$ cat config.mk
export PLATFORM = sky130hd
export DESIGN_NAME = ema_deadband_axis_filter_core
export DESIGN_NICKNAME = d
export VERILOG_FILES = /design/src/rtl/core/emadb_pkg.sv /design/src/rtl/core/ema_deadband_axis_filter_core.sv
export VERILOG_INCLUDE_DIRS = /design/src /design/src/rtl/core
export SDC_FILE = /design/constraint.sdc
export NUM_CORES = 1
export LEC_CHECK = 0
export BUFFER_PORTS_ARGS = -buffer_cell sky130_fd_sc_hd__clkbuf_2
export CORE_MARGIN = 2
export CORE_UTILIZATION = 55
export DETAILED_ROUTE_END_ITERATION = 16
export PLACE_DENSITY_LB_ADDON = 0.2
export SLEW_MARGIN = 0
export SYNTH_ARGS = -nofsm -noshare
export SYNTH_HDL_FRONTEND = slang
export SYNTH_SLANG_ARGS = --single-unit
$ cat constraint.sdc
create_clock -name i_clk -period 10.7 [get_ports i_clk]
set_clock_uncertainty 0.2 [all_clocks]
set_input_delay 1.07 -clock i_clk [delete_from_list [all_inputs] [get_ports i_clk]]
set_output_delay 1.07 -clock i_clk [all_outputs]
set_load 0.02 [all_outputs]
$ cat src/rtl/core/ema_deadband_axis_filter_core_macros.svh
// ----------------------------------------------------------------------------
// EMA deadband filter assertion macros
// Concurrent assertion wrappers, compiled out when SYNTH is defined.
// ----------------------------------------------------------------------------
`ifndef EMA_DEADBAND_AXIS_FILTER_CORE_MACROS_SVH
`define EMA_DEADBAND_AXIS_FILTER_CORE_MACROS_SVH

`ifndef SYNTH
`define EMADB_ASSERT(lbl, clk, rst_n, prop, msg) \
    lbl: assert property (@(posedge clk) disable iff (!rst_n) prop) else $error(msg);
`define EMADB_ASSERT_ALWAYS(lbl, clk, prop, msg) \
    lbl: assert property (@(posedge clk) prop) else $error(msg);
`else
`define EMADB_ASSERT(lbl, clk, rst_n, prop, msg)
`define EMADB_ASSERT_ALWAYS(lbl, clk, prop, msg)
`endif

`endif

$ cat src/rtl/core/emadb_pkg.sv
// ----------------------------------------------------------------------------
// EMA deadband filter package
// Word types, field widths, register codes and reset constants.
// ----------------------------------------------------------------------------
package emadb_pkg;

    localparam int DefChannels   = 6;
    localparam int DefSampleBits = 12;

    localparam int ChanW    = 3;
    localparam int SampleW  = 12;
    localparam int AlphaW   = 8;
    localparam int DbW      = 12;
    localparam int LimW     = 8;
    localparam int AxisW    = 8;
    localparam int RepW     = 9;
    localparam int CfgIdxW  = 2;
    localparam int CfgDataW = 12;

    localparam int EmaShift = 7;
    localparam int RepShift = 4;

    localparam logic [AlphaW-1:0] EmaScale      = 8'd128;
    localparam logic [AlphaW-1:0] AlphaReset    = 8'd32;
    localparam logic [DbW-1:0]    DeadbandReset = 12'd32;
    localparam logic [LimW-1:0]   LowLimReset   = 8'd5;
    localparam logic [LimW-1:0]   HighLimReset  = 8'd250;
    localparam logic [RepW-1:0]   RepReset      = 9'd300;
    localparam logic [AxisW-1:0]  RepMax        = 8'd255;

    typedef enum logic [CfgIdxW-1:0] {
        CFG_ALPHA     = 2'd0,
        CFG_DEADBAND  = 2'd1,
        CFG_LOW_LIMIT = 2'd2,
        CFG_HIGH_LIMIT = 2'd3
    } t_cfg_idx;

    typedef struct packed {
        logic [ChanW-1:0]   channel;
        logic [SampleW-1:0] sample;
    } t_in;

    typedef struct packed {
        logic [ChanW-1:0] channel_out;
        logic [AxisW-1:0] axis_value;
        logic             low_end;
        logic             high_end;
    } t_out;

endpackage

$ cat src/rtl/core/ema_deadband_axis_filter_core.sv
// Path: a reported word is registered at the state read and at stage two, then in
// the output register. Throughput: one word per cycle while input ready is high;
// a three-step pipeline (state read, average update, deadband compare and write-back) around one state memory.
// Input ready drops only while the output word waits and stage two reports.
// Reset (synchronous, active low): registers to defaults, every channel reads
// average 0 / reported 300 through per-channel valid bits; no clearing pass.
// ----------------------------------------------------------------------------
// EMA deadband axis filter core
// Per-channel exponential moving average with deadband-gated reporting and
// end-stop flags. Channel state lives in one memory with forwarding.
// ----------------------------------------------------------------------------
`include "ema_deadband_axis_filter_core_macros.svh"

module ema_deadband_axis_filter_core #(
    parameter int CHANNELS    = emadb_pkg::DefChannels,
    parameter int SAMPLE_BITS = emadb_pkg::DefSampleBits
) (
    input  logic                            i_clk,
    input  logic                            i_rst_n,
    input  logic                            i_cfg_we,
    input  logic [emadb_pkg::CfgIdxW-1:0]   i_cfg_idx,
    input  logic [emadb_pkg::CfgDataW-1:0]  i_cfg_data,
    input  logic                            i_in_valid,
    output logic                            o_in_ready,
    input  emadb_pkg::t_in                  i_in_data,
    output logic                            o_out_valid,
    input  logic                            i_out_ready,
    output emadb_pkg::t_out                 o_out_data
);
    import emadb_pkg::*;

    localparam int IW = (CHANNELS > 1) ? $clog2(CHANNELS) : 1;
    localparam int SW = (SAMPLE_BITS > SampleW) ? SAMPLE_BITS : SampleW;
    localparam int DW = SW + 2;
    localparam int EW = RepW + SAMPLE_BITS;
    localparam int PW = SAMPLE_BITS + AlphaW + 2;

    // configuration
    logic [AlphaW-1:0] r_alpha;
    logic [DbW-1:0]    r_deadband;
    logic [LimW-1:0]   r_low_lim;
    logic [LimW-1:0]   r_high_lim;

    always_ff @(posedge i_clk) begin
        if (!i_rst_n) begin
            r_alpha    <= AlphaReset;
            r_deadband <= DeadbandReset;
            r_low_lim  <= LowLimReset;
            r_high_lim <= HighLimReset;
        end else if (i_cfg_we) begin
            case (t_cfg_idx'(i_cfg_idx))
                CFG_ALPHA:      r_alpha    <= i_cfg_data[AlphaW-1:0];
                CFG_DEADBAND:   r_deadband <= i_cfg_data[DbW-1:0];
                CFG_LOW_LIMIT:  r_low_lim  <= i_cfg_data[LimW-1:0];
                CFG_HIGH_LIMIT: r_high_lim <= i_cfg_data[LimW-1:0];
                default: begin
                end
            endcase
        end
    end

    // pipeline state
    logic                   adv;
    logic                   in_fire;
    logic                   in_ok;
    logic [IW-1:0]          in_idx;
    logic [SW-1:0]          in_smp_x;
    logic [SAMPLE_BITS-1:0] in_smp;

    logic [EW-1:0]          mem [CHANNELS];
    logic [CHANNELS-1:0]    r_vld;
    logic [EW-1:0]          r_rd;
    logic                   r_rd_vld;

    logic                   r_s1_vld;
    logic [ChanW-1:0]       r_s1_ch;
    logic [SAMPLE_BITS-1:0] r_s1_smp;

    logic                   r_s2_vld;
    logic [ChanW-1:0]       r_s2_ch;
    logic [SAMPLE_BITS-1:0] r_s2_avg;
    logic [RepW-1:0]        r_s2_rep;

    logic                   r_w_vld;
    logic [ChanW-1:0]       r_w_ch;
    logic [SAMPLE_BITS-1:0] r_w_avg;
    logic [RepW-1:0]        r_w_rep;

    logic                   r_out_vld;
    t_out                   r_out;

    logic                   wr_en;
    logic [IW-1:0]          w_idx;
    logic [EW-1:0]          wr_data;

    assign in_fire  = i_in_valid && o_in_ready;
    assign in_ok    = int'(i_in_data.channel) < CHANNELS;
    assign in_idx   = IW'(i_in_data.channel);
    assign in_smp_x = SW'(i_in_data.sample);
    assign in_smp   = in_smp_x[SAMPLE_BITS-1:0];

    // state memory, registered read
    always_ff @(posedge i_clk) begin
        if (wr_en) begin
            mem[w_idx] <= wr_data;
        end
        if (in_fire && in_ok) begin
            r_rd     <= mem[in_idx];
            r_rd_vld <= r_vld[in_idx];
        end
    end

    always_ff @(posedge i_clk) begin
        if (!i_rst_n) begin
            r_vld <= '0;
        end else if (wr_en) begin
            r_vld[w_idx] <= 1'b1;
        end
    end

    // stage 1: forward and update average
    logic                   s1_hit2;
    logic                   s1_hitw;
    logic [SAMPLE_BITS-1:0] s1_mem_avg;
    logic [RepW-1:0]        s1_mem_rep;
    logic [SAMPLE_BITS-1:0] s1_old_avg;
    logic [RepW-1:0]        s1_old_rep;
    logic [AlphaW-1:0]      s1_alpha;
    logic signed [SAMPLE_BITS:0] s1_delta;
    logic signed [AlphaW:0] s1_alpha_s;
    logic signed [PW-1:0]   s1_prod;
    logic signed [PW-1:0]   s1_step;
    logic [SAMPLE_BITS-1:0] s1_new_avg;

    always_comb begin
        s1_mem_avg = r_rd_vld ? r_rd[SAMPLE_BITS-1:0] : '0;
        s1_mem_rep = r_rd_vld ? r_rd[EW-1:SAMPLE_BITS] : RepReset;
        s1_hit2    = r_s2_vld && (r_s2_ch == r_s1_ch);
        s1_hitw    = r_w_vld && (r_w_ch == r_s1_ch);
        s1_old_avg = s1_hit2 ? r_s2_avg : (s1_hitw ? r_w_avg : s1_mem_avg);
        s1_old_rep = s1_hitw ? r_w_rep : s1_mem_rep;
        s1_alpha   = (r_alpha > EmaScale) ? EmaScale : r_alpha;
        s1_delta   = signed'({1'b0, r_s1_smp}) - signed'({1'b0, s1_old_avg});
        s1_alpha_s = signed'({1'b0, s1_alpha});
        s1_prod    = s1_delta * s1_alpha_s;
        s1_step    = s1_prod >>> EmaShift;
        s1_new_avg = s1_old_avg + s1_step[SAMPLE_BITS-1:0];
    end

    // stage 2: deadband compare and report
    logic                   s2_hitw;
    logic [RepW-1:0]        s2_cur_rep;
    logic [DW-1:0]          s2_avg_d;
    logic [DW-1:0]          s2_cur_d;
    logic [DW-1:0]          s2_diff;
    logic                   s2_emit;
    logic [SW-1:0]          s2_avg_x;
    logic [SW-5:0]          s2_val_full;
    logic [AxisW-1:0]       s2_val;
    logic [RepW-1:0]        s2_new_rep;
    logic                   s2_lo;
    logic                   s2_hi;

    always_comb begin
        s2_hitw     = r_w_vld && (r_w_ch == r_s2_ch);
        s2_cur_rep  = s2_hitw ? r_w_rep : r_s2_rep;
        s2_avg_d    = DW'(r_s2_avg);
        s2_cur_d    = DW'(s2_cur_rep) << RepShift;
        s2_diff     = (s2_avg_d >= s2_cur_d) ? (s2_avg_d - s2_cur_d) : (s2_cur_d - s2_avg_d);
        s2_emit     = r_s2_vld && (s2_diff >= DW'(r_deadband));
        s2_avg_x    = SW'(r_s2_avg);
        s2_val_full = s2_avg_x[SW-1:RepShift];
        s2_val      = (s2_val_full > (SW-4)'(RepMax)) ? RepMax : s2_val_full[AxisW-1:0];
        s2_new_rep  = s2_emit ? RepW'(s2_val) : s2_cur_rep;
        s2_lo       = s2_val <= r_low_lim;
        s2_hi       = !s2_lo && (s2_val >= r_high_lim);
    end

    assign adv        = !(s2_emit && r_out_vld && !i_out_ready);
    assign o_in_ready = adv;
    assign wr_en      = adv && r_s2_vld;
    assign w_idx      = IW'(r_s2_ch);
    assign wr_data    = {s2_new_rep, r_s2_avg};

    always_ff @(posedge i_clk) begin
        if (!i_rst_n) begin
            r_s1_vld <= 1'b0;
            r_s2_vld <= 1'b0;
            r_w_vld  <= 1'b0;
        end else if (adv) begin
            r_s1_vld <= in_fire && in_ok;
            r_s2_vld <= r_s1_vld;
            r_w_vld  <= r_s2_vld;
        end
    end

    always_ff @(posedge i_clk) begin
        if (adv) begin
            r_s1_ch  <= i_in_data.channel;
            r_s1_smp <= in_smp;
            r_s2_ch  <= r_s1_ch;
            r_s2_avg <= s1_new_avg;
            r_s2_rep <= s1_old_rep;
            r_w_ch   <= r_s2_ch;
            r_w_avg  <= r_s2_avg;
            r_w_rep  <= s2_new_rep;
        end
    end

    // output register
    always_ff @(posedge i_clk) begin
        if (!i_rst_n) begin
            r_out_vld <= 1'b0;
        end else if (adv && s2_emit) begin
            r_out_vld <= 1'b1;
        end else if (i_out_ready) begin
            r_out_vld <= 1'b0;
        end
    end

    always_ff @(posedge i_clk) begin
        if (adv && s2_emit) begin
            r_out.channel_out <= r_s2_ch;
            r_out.axis_value  <= s2_val;
            r_out.low_end     <= s2_lo;
            r_out.high_end    <= s2_hi;
        end
    end

    assign o_out_valid = r_out_vld;
    assign o_out_data  = r_out;

    `EMADB_ASSERT(a_bad_ch_dropped, i_clk, i_rst_n, (in_fire && !in_ok) |=> !r_s1_vld, "out-of-range channel entered pipeline")
    `EMADB_ASSERT(a_wr_sets_vld, i_clk, i_rst_n, wr_en |=> r_vld[$past(w_idx)], "state write did not mark entry valid")
    `EMADB_ASSERT(a_stall_cause, i_clk, i_rst_n, !o_in_ready |-> (o_out_valid && !i_out_ready), "input stalled without output backpressure")
    `EMADB_ASSERT(a_flags_excl, i_clk, i_rst_n, o_out_valid |-> !(o_out_data.low_end && o_out_data.high_end), "both end flags set")

endmodule
==> flow_metrics.py <==
metrics = {
    "timing": {
        "period_share": 0.896,
        "timing.final.setup_violations": 0,
        "worstMarginPinSlew_ns": 1.08,
        "fin_tns_setup_ns": 0,
        "hold_viol": 0,
        "fmax_mhz": 104,
        "final_max_slew_viol_count": 0,
        "slew-limit-headroom": 0.276,
        "period_minus_slack_ns": 9.59,
        "rsz0062_at_grt": "false",
    },
    "critical_path": {
        "startpoint": "r_s1_ch[0]$_DFFE_PN_",
        "start_kind": "flop",
        "worstSetupEndpointType": "flop",
        "crit_arrival_ns": 9.66,
        "crit_type": "reg -> reg",
        "cpPeakStageDelay_ns": 0.61,
        "r2r-start": "r_s1_ch[0]$_DFFE_PN_",
        "critPathRequiredTime_ns": 10.78,
        "cp_common_cell": "xnor2_1",
        "cp_slowest_cell": "fa_1",
        "cp_max_fo": 13,
    },
    "hold_path": {
        "hold_class": "reg -> reg",
        "hp-start": "r_vld[4]$_SDFFE_PN0P_",
    },
    "floorplanning": {
        "initial_core_util": 0.557,
        "core_area_sq_um": 28500,
        "die_h_um": 174,
        "die_w_um": 174,
        "num_rows": 62,
        "io-pin-count": 49,
        "die-area_sq_um": 30300,
    },
    "layout": {
        "layout.nets": 1636,
        "num_antenna_cells": 0,
        "area_delta_synth_final_pct": 9.75,
        "drive_above_1_share": 0.107,
        "postLayoutCoreUtil": 0.611,
        "nFillCells": 2389,
    },
    "logic_synthesis": {
        "netlist.area_leader.share": 0.423,
        "synth_top_area_cell": "edfxtp_1",
        "synth_cell_type_count": 63,
        "ys.flop_type": "edfxtp_1",
        "synth_edf_count": 224,
        "yosysMostFrequentCell": "edfxtp_1",
        "synth_fa_ha_area_frac": 0.176,
        "syn_inst": 1380,
        "syn_nets": 1592,
        "synthArstFlopShare": 0,
        "synth_area_leaders": "edfxtp_1 42%, fa_1 9.7%, ha_1 7.9%",
        "synth_seq_cells": 270,
        "synth-xor-area-share": 0.0341,
        "synth_top_family_by_area": "adder cells",
        "muxShareOfSynthArea": 0.0619,
        "synth-compound-area-share": 0.0819,
        "synth_area_sq_um": 15900,
        "ys_seq_area_frac": 0.481,
        "synthTopCellsByCount": "224 x edfxtp_1, 175 x inv_1, 137 x nand2_1",
        "yosys.area_share.simple": 0.109,
        "syn_area_per_cell_sq_um": 11.5,
        "yosysWarnings": 0,
    },
    "place": {
        "gp_congestion": 0.898,
        "hpwlAfterDp_um": 24200,
        "portBuffers": 48,
    },
    "route": {
        "post_drt_wl_per_cell_um": 19.1,
        "finalWirelength_um": 34900,
        "drt.antenna.violating_nets": 0,
        "drt_iter0_drc": 824,
        "drc_errors": 0,
        "num_vias": 10213,
        "viasPerCell": 5.58,
        "drtPass1Iterations": 5,
    },
    "global_routing": {
        "grt-ovfl-total": 0,
        "grt_pass1_vias": 10338,
        "grt_pass1_wl_um": 56000,
        "antenna_found_initial": 0,
        "grt_use_total": 0.236,
        "grt_max_degree": 64,
    },
    "clock_network": {
        "tritoncts": "built",
        "cts_buffer_depth": 3,
        "clk_latency_ns": 0.57,
        "cts_max_level": 1,
        "cts.sinks": 270,
        "clk_pin_slew_ns": 0.06,
        "cts_resized": 0,
        "ctsHoldBuffers": 0,
        "cts-buffers-inserted": 28,
        "post_cts_buffers": 0,
        "cts_root_buffer": "clkbuf_16",
    },
    "power": {
        "p_per_area_nw_per_um2": 203,
        "peakVddDrop_mv": 0.133,
        "power_mw": 3.54,
        "p_leak_nw": 7.28,
    },
    "run_status": {
        "outcome": "completed",
    },
    "flow_run": {
        "drv_cap": 0,
    },
}
-- state kept, by name, summed over array words and instances, names as in the netlist, 3 cells and up --
name	count
r_low_lim	8
o_out_data	13
r_w_avg	12
r_high_lim	8
r_alpha	8
r_w_rep	9
r_deadband	12
mem	126
r_vld	6
r_s2_ch	3
r_s1_ch	3
r_rd	21
r_s1_smp	12
r_s2_rep	9
r_s2_avg	12
r_w_ch	3
-- placed cells by master (no fill, tap or decap), drive strengths merged, types with 3 or more instances in the layout --
cell and n:
a211oi 3, a21boi 22, a21o 29, a21oi 70
a31oi 9, and2 13, and3 13, buf 17
bufinv 3, clkbuf 81, clkinv 13, dfxtp 46
edfxtp 224, fa 77, ha 101, inv 176
mux2 13, mux2i 33, mux4 22, nand2 137
nand2b 16, nand3 21, nand4 6, nand4b 4
nor2 111, nor2b 22, nor3 9, nor3b 3
o211ai 8, o21a 7, o21ai 36, o21bai 7
o31ai 3, xnor2 51, xor2 10
-- critical path, delay by kind of cell, from the launching register on --
family          cells  cell delay (ns)
compound gates     13             2.45
fa+ha+maj           7             3.00
flops               1             0.44
simple gates        7             2.13
xor+xnor            5             0.82
buf+inv             4             0.23
-- report_power, final --
group | total [mW] | internal [mW] | switching [mW]
Sequential | 1.43 | 1.32 | 0.110
Clock | 0.965 | 0.557 | 0.408
Combinational | 1.14 | 0.480 | 0.664
Total | 3.54 | 2.36 | 1.18
-- path summary, 6_finish.rpt --
path / end / slack, ns / cells after the start
min reg2reg: r_vld[4]$_SDFFE_PN0P_ / 0.24 / 2
max: r_s2_avg[11]$_DFFE_PN_ / 1.11 / 36
min: r_vld[4]$_SDFFE_PN0P_ / 0.24 / 2
max reg2reg: r_s2_avg[11]$_DFFE_PN_ / 1.11 / 36
-- final cells by class --
| cell class | count | area [sq um] | share of cell area |
|---|---|---|---|
| Inverter | 176 | 661 | 0.0379 |
| Multi-Input combinational cell | 884 | 7380 | 0.423 |
| Clock buffer | 34 | 723 | 0.0414 |
| Clock inverter | 18 | 194 | 0.0111 |
| Sequential cell | 270 | 7650 | 0.438 |
| Tap cell | 384 | 480 | 0.0275 |
| Timing Repair Buffer | 64 | 360 | 0.0207 |
-- routing by layer --
layer / global-route usage / share of wire
met5: 0 / 0
met4: 0.0592 / 0.022
met3: 0.0210 / 0.041
met2: 0.407 / 0.49
met1: 0.325 / 0.45
-- per-stage QoR --
step                hold WS (ns)  setup slack, ns  instances  instance area, sq um
global route               0.272            0.481       1830                 17400
CTS                        0.245             1.14       1830                 17400
detailed placement         0.236             1.24       1778                 16500
floorplan                  0.220             1.91       1380                 15900
finish                     0.241             1.11       1830                 17400
global placement           0.234             1.48       1778                 16500
-- logic make-up after synthesis --
kind of cell | after synthesis
compound gates | 206
xor+xnor | 61
fa+ha+maj | 178
buf+inv | 226
flops | 270
mux | 68
simple gates | 371
Power figures use the tool's default switching activity.
